**config.mk**
```make
export PLATFORM = sky130hd
export DESIGN_NAME = qte_scale
export DESIGN_NICKNAME = d
export VERILOG_FILES = /design/src/hdl/qte_pkg.sv /design/src/hdl/qte_scale.sv
export SDC_FILE = /design/constraint.sdc
export NUM_CORES = 2
export LEC_CHECK = 0
export ABC_AREA = 1
export ABC_CLOCK_PERIOD_IN_PS = 13300
export BUFFER_PORTS_ARGS = -buffer_cell sky130_fd_sc_hd__buf_2
export CORE_MARGIN = 3
export CORE_UTILIZATION = 35
export DETAILED_ROUTE_END_ITERATION = 6
export SLEW_MARGIN = 25
export SYNTH_ARGS = -nofsm -noshare
export SYNTH_HDL_FRONTEND = slang
export SYNTH_SLANG_ARGS = --single-unit
```
**constraint.sdc**
```tcl
create_clock -name aclk -period 13.3 [get_ports aclk]
set_input_delay 1.995 -clock aclk [delete_from_list [all_inputs] [get_ports aclk]]
set_output_delay 1.995 -clock aclk [all_outputs]
set_load 0.1 [all_outputs]
```
**src/hdl/qte_pkg.sv**
```systemverilog
// Shared constants for the quaternion to Euler angle pipeline.
package qte_pkg;

    localparam int ANGLE_W    = 34;   // Q30 radian accumulator width
    localparam int OUT_W      = 24;   // output angle width, 13 fraction bits
    localparam int NORM_EXP   = 40;   // CORDIC operands are scaled to at least 2^40
    localparam int ATAN_LEN   = 24;
    localparam int QUO_BITS   = 30;   // fraction bits of the arcsine ratio
    localparam int SQRT_STEPS = 31;

    localparam logic signed [ANGLE_W-1:0] PI_Q30 = 34'sd3373259426;
    localparam logic [29:0] DEG_K = 30'd961263669;
    localparam logic [OUT_W-1:0] FULL_TURN_Q13 = 24'd2949120;

    localparam logic [30:0] ATAN_Q30 [ATAN_LEN] = '{
        31'd843314857, 31'd497837829, 31'd263043837, 31'd133525159,
        31'd67021687,  31'd33543516,  31'd16775851,  31'd8388437,
        31'd4194283,   31'd2097149,   31'd1048576,   31'd524288,
        31'd262144,    31'd131072,    31'd65536,     31'd32768,
        31'd16384,     31'd8192,      31'd4096,      31'd2048,
        31'd1024,      31'd512,       31'd256,       31'd128
    };

endpackage

```
**src/hdl/qte_scale.sv**
```systemverilog
// Output scaling: Q30 radians to 13 fraction bits in radians or degrees, yaw wrap.
module qte_scale #(
    localparam int ZW = qte_pkg::ANGLE_W,
    localparam int OW = qte_pkg::OUT_W
) (
    input  logic                 aclk,
    input  logic                 aresetn,
    input  logic                 en,
    input  logic                 in_valid,
    input  logic                 deg,
    input  logic                 zero_i,
    input  logic signed [ZW-1:0] yaw_z,
    input  logic signed [ZW-1:0] pitch_z,
    input  logic signed [ZW-1:0] roll_z,
    output logic                 out_valid,
    output logic signed [OW-1:0] yaw,
    output logic signed [OW-1:0] pitch,
    output logic signed [OW-1:0] roll,
    output logic                 zero_o
);

    localparam int LB = 17;   // low part of the split degree product

    logic signed [ZW-1:0] z_in [3];
    logic signed [OW-1:0] res_reg [3];
    logic signed [OW-1:0] ang_reg [3];
    logic va_reg, vb_reg, vc_reg;
    logic za_reg, zb_reg, zc_reg;

    assign z_in[0] = yaw_z;
    assign z_in[1] = pitch_z;
    assign z_in[2] = roll_z;

    for (genvar l = 0; l < 3; l++) begin : g_lane
        logic signed [ZW-LB-1:0] zh;
        logic [LB-1:0]           zl;
        logic signed [40:0]      rad_sum;
        logic signed [47:0]      hk_reg;
        logic [46:0]             lk_reg;
        logic signed [OW-1:0]    rad_reg;
        logic signed [64:0]      deg_sum;

        assign zh      = z_in[l][ZW-1:LB];
        assign zl      = z_in[l][LB-1:0];
        assign rad_sum = 41'(z_in[l]) + 41'sd65536;
        assign deg_sum = (65'(hk_reg) <<< LB) + $signed({18'd0, lk_reg})
                       + (65'sd1 <<< 40);

        always_ff @(posedge aclk) begin
            if (en) begin
                hk_reg     <= zh * $signed({1'b0, qte_pkg::DEG_K});
                lk_reg     <= zl * qte_pkg::DEG_K;
                rad_reg    <= rad_sum[40:LB];
                res_reg[l] <= deg ? deg_sum[64:41] : rad_reg;
            end
        end
    end

    always_ff @(posedge aclk) begin
        if (!aresetn) begin
            va_reg <= 1'b0;
            vb_reg <= 1'b0;
            vc_reg <= 1'b0;
        end else if (en) begin
            va_reg <= in_valid;
            vb_reg <= va_reg;
            vc_reg <= vb_reg;
        end
    end

    always_ff @(posedge aclk) begin
        if (en) begin
            za_reg <= zero_i;
            zb_reg <= za_reg;
            zc_reg <= zb_reg;
            if (zb_reg) begin
                ang_reg[0] <= '0;
                ang_reg[1] <= '0;
                ang_reg[2] <= '0;
            end else begin
                // lift a negative degree yaw into 0..360
                ang_reg[0] <= (deg && res_reg[0][OW-1]) ?
                              res_reg[0] + $signed(qte_pkg::FULL_TURN_Q13) : res_reg[0];
                ang_reg[1] <= res_reg[1];
                ang_reg[2] <= res_reg[2];
            end
        end
    end

    assign out_valid = vc_reg;
    assign yaw       = ang_reg[0];
    assign pitch     = ang_reg[1];
    assign roll      = ang_reg[2];
    assign zero_o    = zc_reg;

endmodule

```
==> Word level (Yosys, flattened, before mapping) <==
Memories as Yosys holds them, arrays and structs flattened.
Index checks and enable logic that the tools add are counted.
{ "totals": {"ff_bits": 363, "ram_bits": 144, "inputBits": 108, "output_inout_bits": 74, "wordCells": 52, "mem_count": 2} }
{ "classes": {"n_addsub": 10, "mul": 6, "muxes": 15, "bitwise_logic": 3, "reduce_logical": 1} }
{ "mem_list": {"columns": ["memory", "depth", "word_bits", "rd", "rd_ports_with_merged_regs", "write_ports", "line_no", "text"], "rows": [
  ["ang_reg", 3, 24, 3, 0, 3, "qte_scale.sv:26", "logic signed [OW-1:0] ang_reg [3];"],
  ["res_reg", 3, 24, 3, 0, 3, "qte_scale.sv:25", "logic signed [OW-1:0] res_reg [3];"]
]} }
{ "ops": {"columns": ["operator", "count"], "rows": [
  ["$add 65x42->65 const B", 3],
  ["$add 65x48->65", 3],
  ["$mux 24", 7],
  ["$mul 17x31->48 const B", 3],
  ["$mul 17x30->47 const B", 3],
  ["$add 34x18->35 const B", 3],
  ["$add 24x23->24 const B", 1],
  ["$mux 1", 8],
  ["$or 1x1->1", 3],
  ["$logic_and 1x1->1", 1]
]} }

==> Logic depth before layout (Yosys ltp) <==
{ "depth": {"word_depth": 4, "ltp_mapped": 23, "depth_no_buf": 23} }

==> Least setup slack after synthesis <==
No wires, ideal clock.
{ "synth_path": {"path_kind": "input to register", "from": "in pitch_z[25]", "to": "reg g_lane[1].hk_reg[39], data pin", "setup_ns": 0.253, "t_arrival_ns": 6.409, "required_ns": 13.047, "slack_ns": 6.638, "stages": 22, "path_buffers": 0, "path_cell_list": "fa_1 inv_1 fa_1 inv_1 fa_1 inv_1 fa_1 inv_1 fa_1 inv_1 fa_1 inv_1 ha_1 nand2_1 nor2_1 inv_1 nor2_1 inv_1 nor3_1 nand3_1 nand4_1 nand2_1"} }
{ "synth_via": {"elab_chain_cells": 1} }
{ "synth_rtl": {"columns": ["element", "line_no", "text"], "rows": [
  ["from (decl)", "qte_scale.sv:13", "input logic signed [ZW-1:0] pitch_z,"],
  ["$mul 17x31->48", "qte_scale.sv:51", "hk_reg <= zh * $signed({1'b0, qte_pkg::DEG_K});"],
  ["to (signal assigned)", "qte_scale.sv:51", null],
  ["to (decl)", "qte_scale.sv:38", "logic signed [47:0] hk_reg;"]
]} }
No other way between the ends.
A chain may end at the register's enable or synchronous reset.

==> Worst setup path in the final report <==
{ "layout_path": {"from": "in roll_z[23]", "to": "reg g_lane[2].hk_reg[40], data pin"} }
{ "layout_via": {"elab_chain_cells": 1} }
{ "layout_rtl": {"columns": ["element", "line_no", "text"], "rows": [
  ["from (decl)", "qte_scale.sv:14", "input logic signed [ZW-1:0] roll_z,"],
  ["$mul 17x31->48", "qte_scale.sv:51", null],
  ["to (signal assigned)", "qte_scale.sv:51", null],
  ["to (decl)", "qte_scale.sv:38", null]
]} }
No other way between the ends.

==> flow_summary.yaml <==
synth:
  syn-instance-count: 9881
  synth_top_area_frac: 0.2550
  postSynthNetCount: 12351
  async_reset_ff_frac: 0
  synth_area_leader_cell: "fa_1"
  synthTopCellsByArea: "fa_1 (25%), ha_1 (21%), edfxtp_1 (16%), inv_1 (12%), nand2_1 (8.8%)"
  yosysSeqAreaShare: 0.1624
  synth_cell_types: 48
  syn_area_per_cell_um2: 8.177
  synth-edff-count: 435
  yosys_most_used_dff: "edfxtp_1"
  ys_warn_count: 0
  mappedNetlistArea_mm2: 0.08079
  ys_ff_latch: 438
clocking:
  post_cts_buffers: 0
  cts_root_buf: "clkbuf_16"
  path_clk_slew_ns: 0.07
  ctsHtreeMaxLevel: 2
  numClockSinks: 438
  postCtsResizedCells: 0
  holdBufCountCts: 0
  cts_tree: "yes"
  clockBufferDepth: 3
  clock_latency_ns: 0.65
  cts_buffers: 52
sta:
  relSlewSlack: 0.3047
  rsz0062_at_grt: "no"
  fin_skew_ns: 0.04154
  min_period_ns: 7.377
  fmax_mhz: 135.6
  final-hold-violation-count: 0
  slew_violations: 0
  tightest_slew_ns: 1.043
  tns_ns: 0
  finalSetupViolCount: 0
  fin_crit_sh: 0.5547
drt:
  antenna_left: 0
  routed_wirelength_mm: 281.9
  drc: 0
  drt_first_pass_iters: 6
  vias_per_cell: 4.910
  wl_per_cell_um: 21.42
  drt-initial-drc-count: 4326
  via_count: 64626
finish:
  most-common-layout-cells: "inv_1 (2636), nand2_1 (1890), ha_1 (1333)"
  utilization: 0.3824
  final_common_cell: "inv_1"
  syn_to_final_growth_pct: 8.098
  nFillCells: 23746
  largest_reg_flops: 144
  finalNetCount: 12574
  instances_no_fill: 13161
  drive_gt1_frac: 0.03292
worst_setup_path:
  critical_path_class: "input port to flop"
  crit_chain: "buf_2 -> inv_1 -> fa_1 -> inv_1 -> fa_1 -> inv_1 -> fa_1 -> fa_1 -> fa_1 -> inv_1 -> fa_1 -> ha_1 -> a21oi_1 -> o21ai_0 -> a21oi_1 -> nand2_1 -> nand2_1 -> nand3_1 -> xor2_1"
  crit_path_start_kind: "input port"
  cp_num_buf_inv: 5
  critPathRequiredTime_ns: 13.67
  crit_top_cell: "fa_1"
  cp.arrival_ns: 7.75
  crit_fanout: 8
  path_delay_family: "adder cells"
  crit_slowest_cell: "fa_1"
  slowest_delay_ns: 0.61
  critPathCaptureType: "flop"
place:
  place_congestion: 0.9926
  place_inst: 13059
  io_buffers: 181
  dpl.hpwl_mm: 252.4
global_routing:
  grt_usage: 0.2375
  antenna_found_initial: 15
  grt_pass1_wl_mm: 424.0
  grt_max_degree: 70
  overflow: 0
  grt_pass1_vias: 67475
run:
  maxCapViolations: 0
floorplan:
  rows: 175
  coreArea_mm2: 0.2284
  die_w_um: 486.5
  ios: 182
  dieArea_mm2: 0.2366
  die_y_um: 486.5
  start_util: 0.3538
hold_path:
  min_path_type: "flop to flop"
run_status:
  outcome: "finished, final reports clean"
## path summary, 6_finish.rpt
check / startpoint / end / slack (ns) / cells after the start
worst min-delay path: za_reg / zb_reg / 0.45 / 0
worst min register to register: za_reg / zb_reg / 0.45 / 0
worst max-delay path: roll_z[23] / g_lane[2].hk_reg[40] / 5.92 / 19
worst max register to register: g_lane[1].lk_reg[43] / res_reg[0][27] / 10.05 / 10
## area by class of cell
| type | instances | area [µm²] | share of cell area |
|---|---|---|---|
| diodes | 5 | 12.51 | 0.0001433 |
| clock inverters | 40 | 494.2 | 0.005659 |
| clock buffers | 57 | 1320 | 0.01511 |
| well taps | 3009 | 3765 | 0.04311 |
| inverters | 2639 | 9906 | 0.1134 |
| flip-flops and latches | 438 | 13120 | 0.1503 |
| repair buffers | 191 | 1033 | 0.01183 |
| multi-input cells | 6782 | 57680 | 0.6605 |
## synthesized netlist by cell type (3+ instances only)
library cell / instances
and3_1: 3
xnor2_1: 65
nor2_2: 13
dfxtp_1: 3
or2_2: 7
fa_1: 1029
nor2_4: 5
nand3_1: 361
ha_1: 1333
nand4_1: 125
o21a_1: 34
and2_1: 11
nand2_1: 1890
a21o_1: 41
nand2_2: 7
nor3_1: 86
nor4_2: 3
o21ai_0: 235
nand3b_1: 24
o21ai_2: 6
o21ai_1: 12
a21boi_2: 3
a31oi_1: 6
nor2_1: 777
o22ai_1: 3
o21bai_1: 51
nor4_1: 5
inv_1: 2636
buf_1: 3
clkbuf_1: 17
a21boi_0: 16
nand3_2: 3
xor2_1: 140
edfxtp_1: 435
a21oi_1: 468
nor3_2: 9
## cells by family (layout without fill, tap and decap cells)
kind of cell / count (synthesis) / in the layout / synth area share
flip-flops: 438 / 438 / 0.1624
XOR/XNOR: 205 / 205 / 0.02222
AO/OA/AOI/OAI: 883 / 883 / 0.06012
buffers and inverters: 2661 / 2927 / 0.1237
adder cells (fa/ha/maj): 2362 / 2362 / 0.4614
AND/OR/NAND/NOR: 3332 / 3332 / 0.1702
other: 0 / 5 / 0
## metrics by stage
step | hold slack (ns) | area [µm²] | worst slack, ns
finish | 0.4544 | 87340 | 5.923
global placement | 0.4229 | 85450 | 5.269
detailed placement | 0.4361 | 85510 | 5.362
global route | 0.4708 | 87330 | 5.676
floorplan | 0.4003 | 80790 | 6.638
CTS | 0.4585 | 87320 | 6.051
## routing by layer
layer | part of all wire | track usage | vias up
met5 | 0.00012 | 0 | -
met4 | 0.036 | 0.07348 | 6
met3 | 0.045 | 0.02182 | 331
met2 | 0.46 | 0.3951 | 1680
met1 | 0.45 | 0.3268 | 31538
li1 | - | - | 31071
## worst register-to-register path, delay by kind of cell (launching register included)
kind / cells / cell delay [ns]
adders and majority gates: 2 / 0.69
DFF: 1 / 0.50
and+or+nand+nor: 3 / 0.50
AOI/OAI and AO/OA: 3 / 0.69
xor gates and xnor gates: 1 / 0.52
buffers and inverters: 1 / 0.07
Power is left out: the tool's default activity adds up to more than one toggle a clock period on the data nets, which glitch-free logic cannot reach.
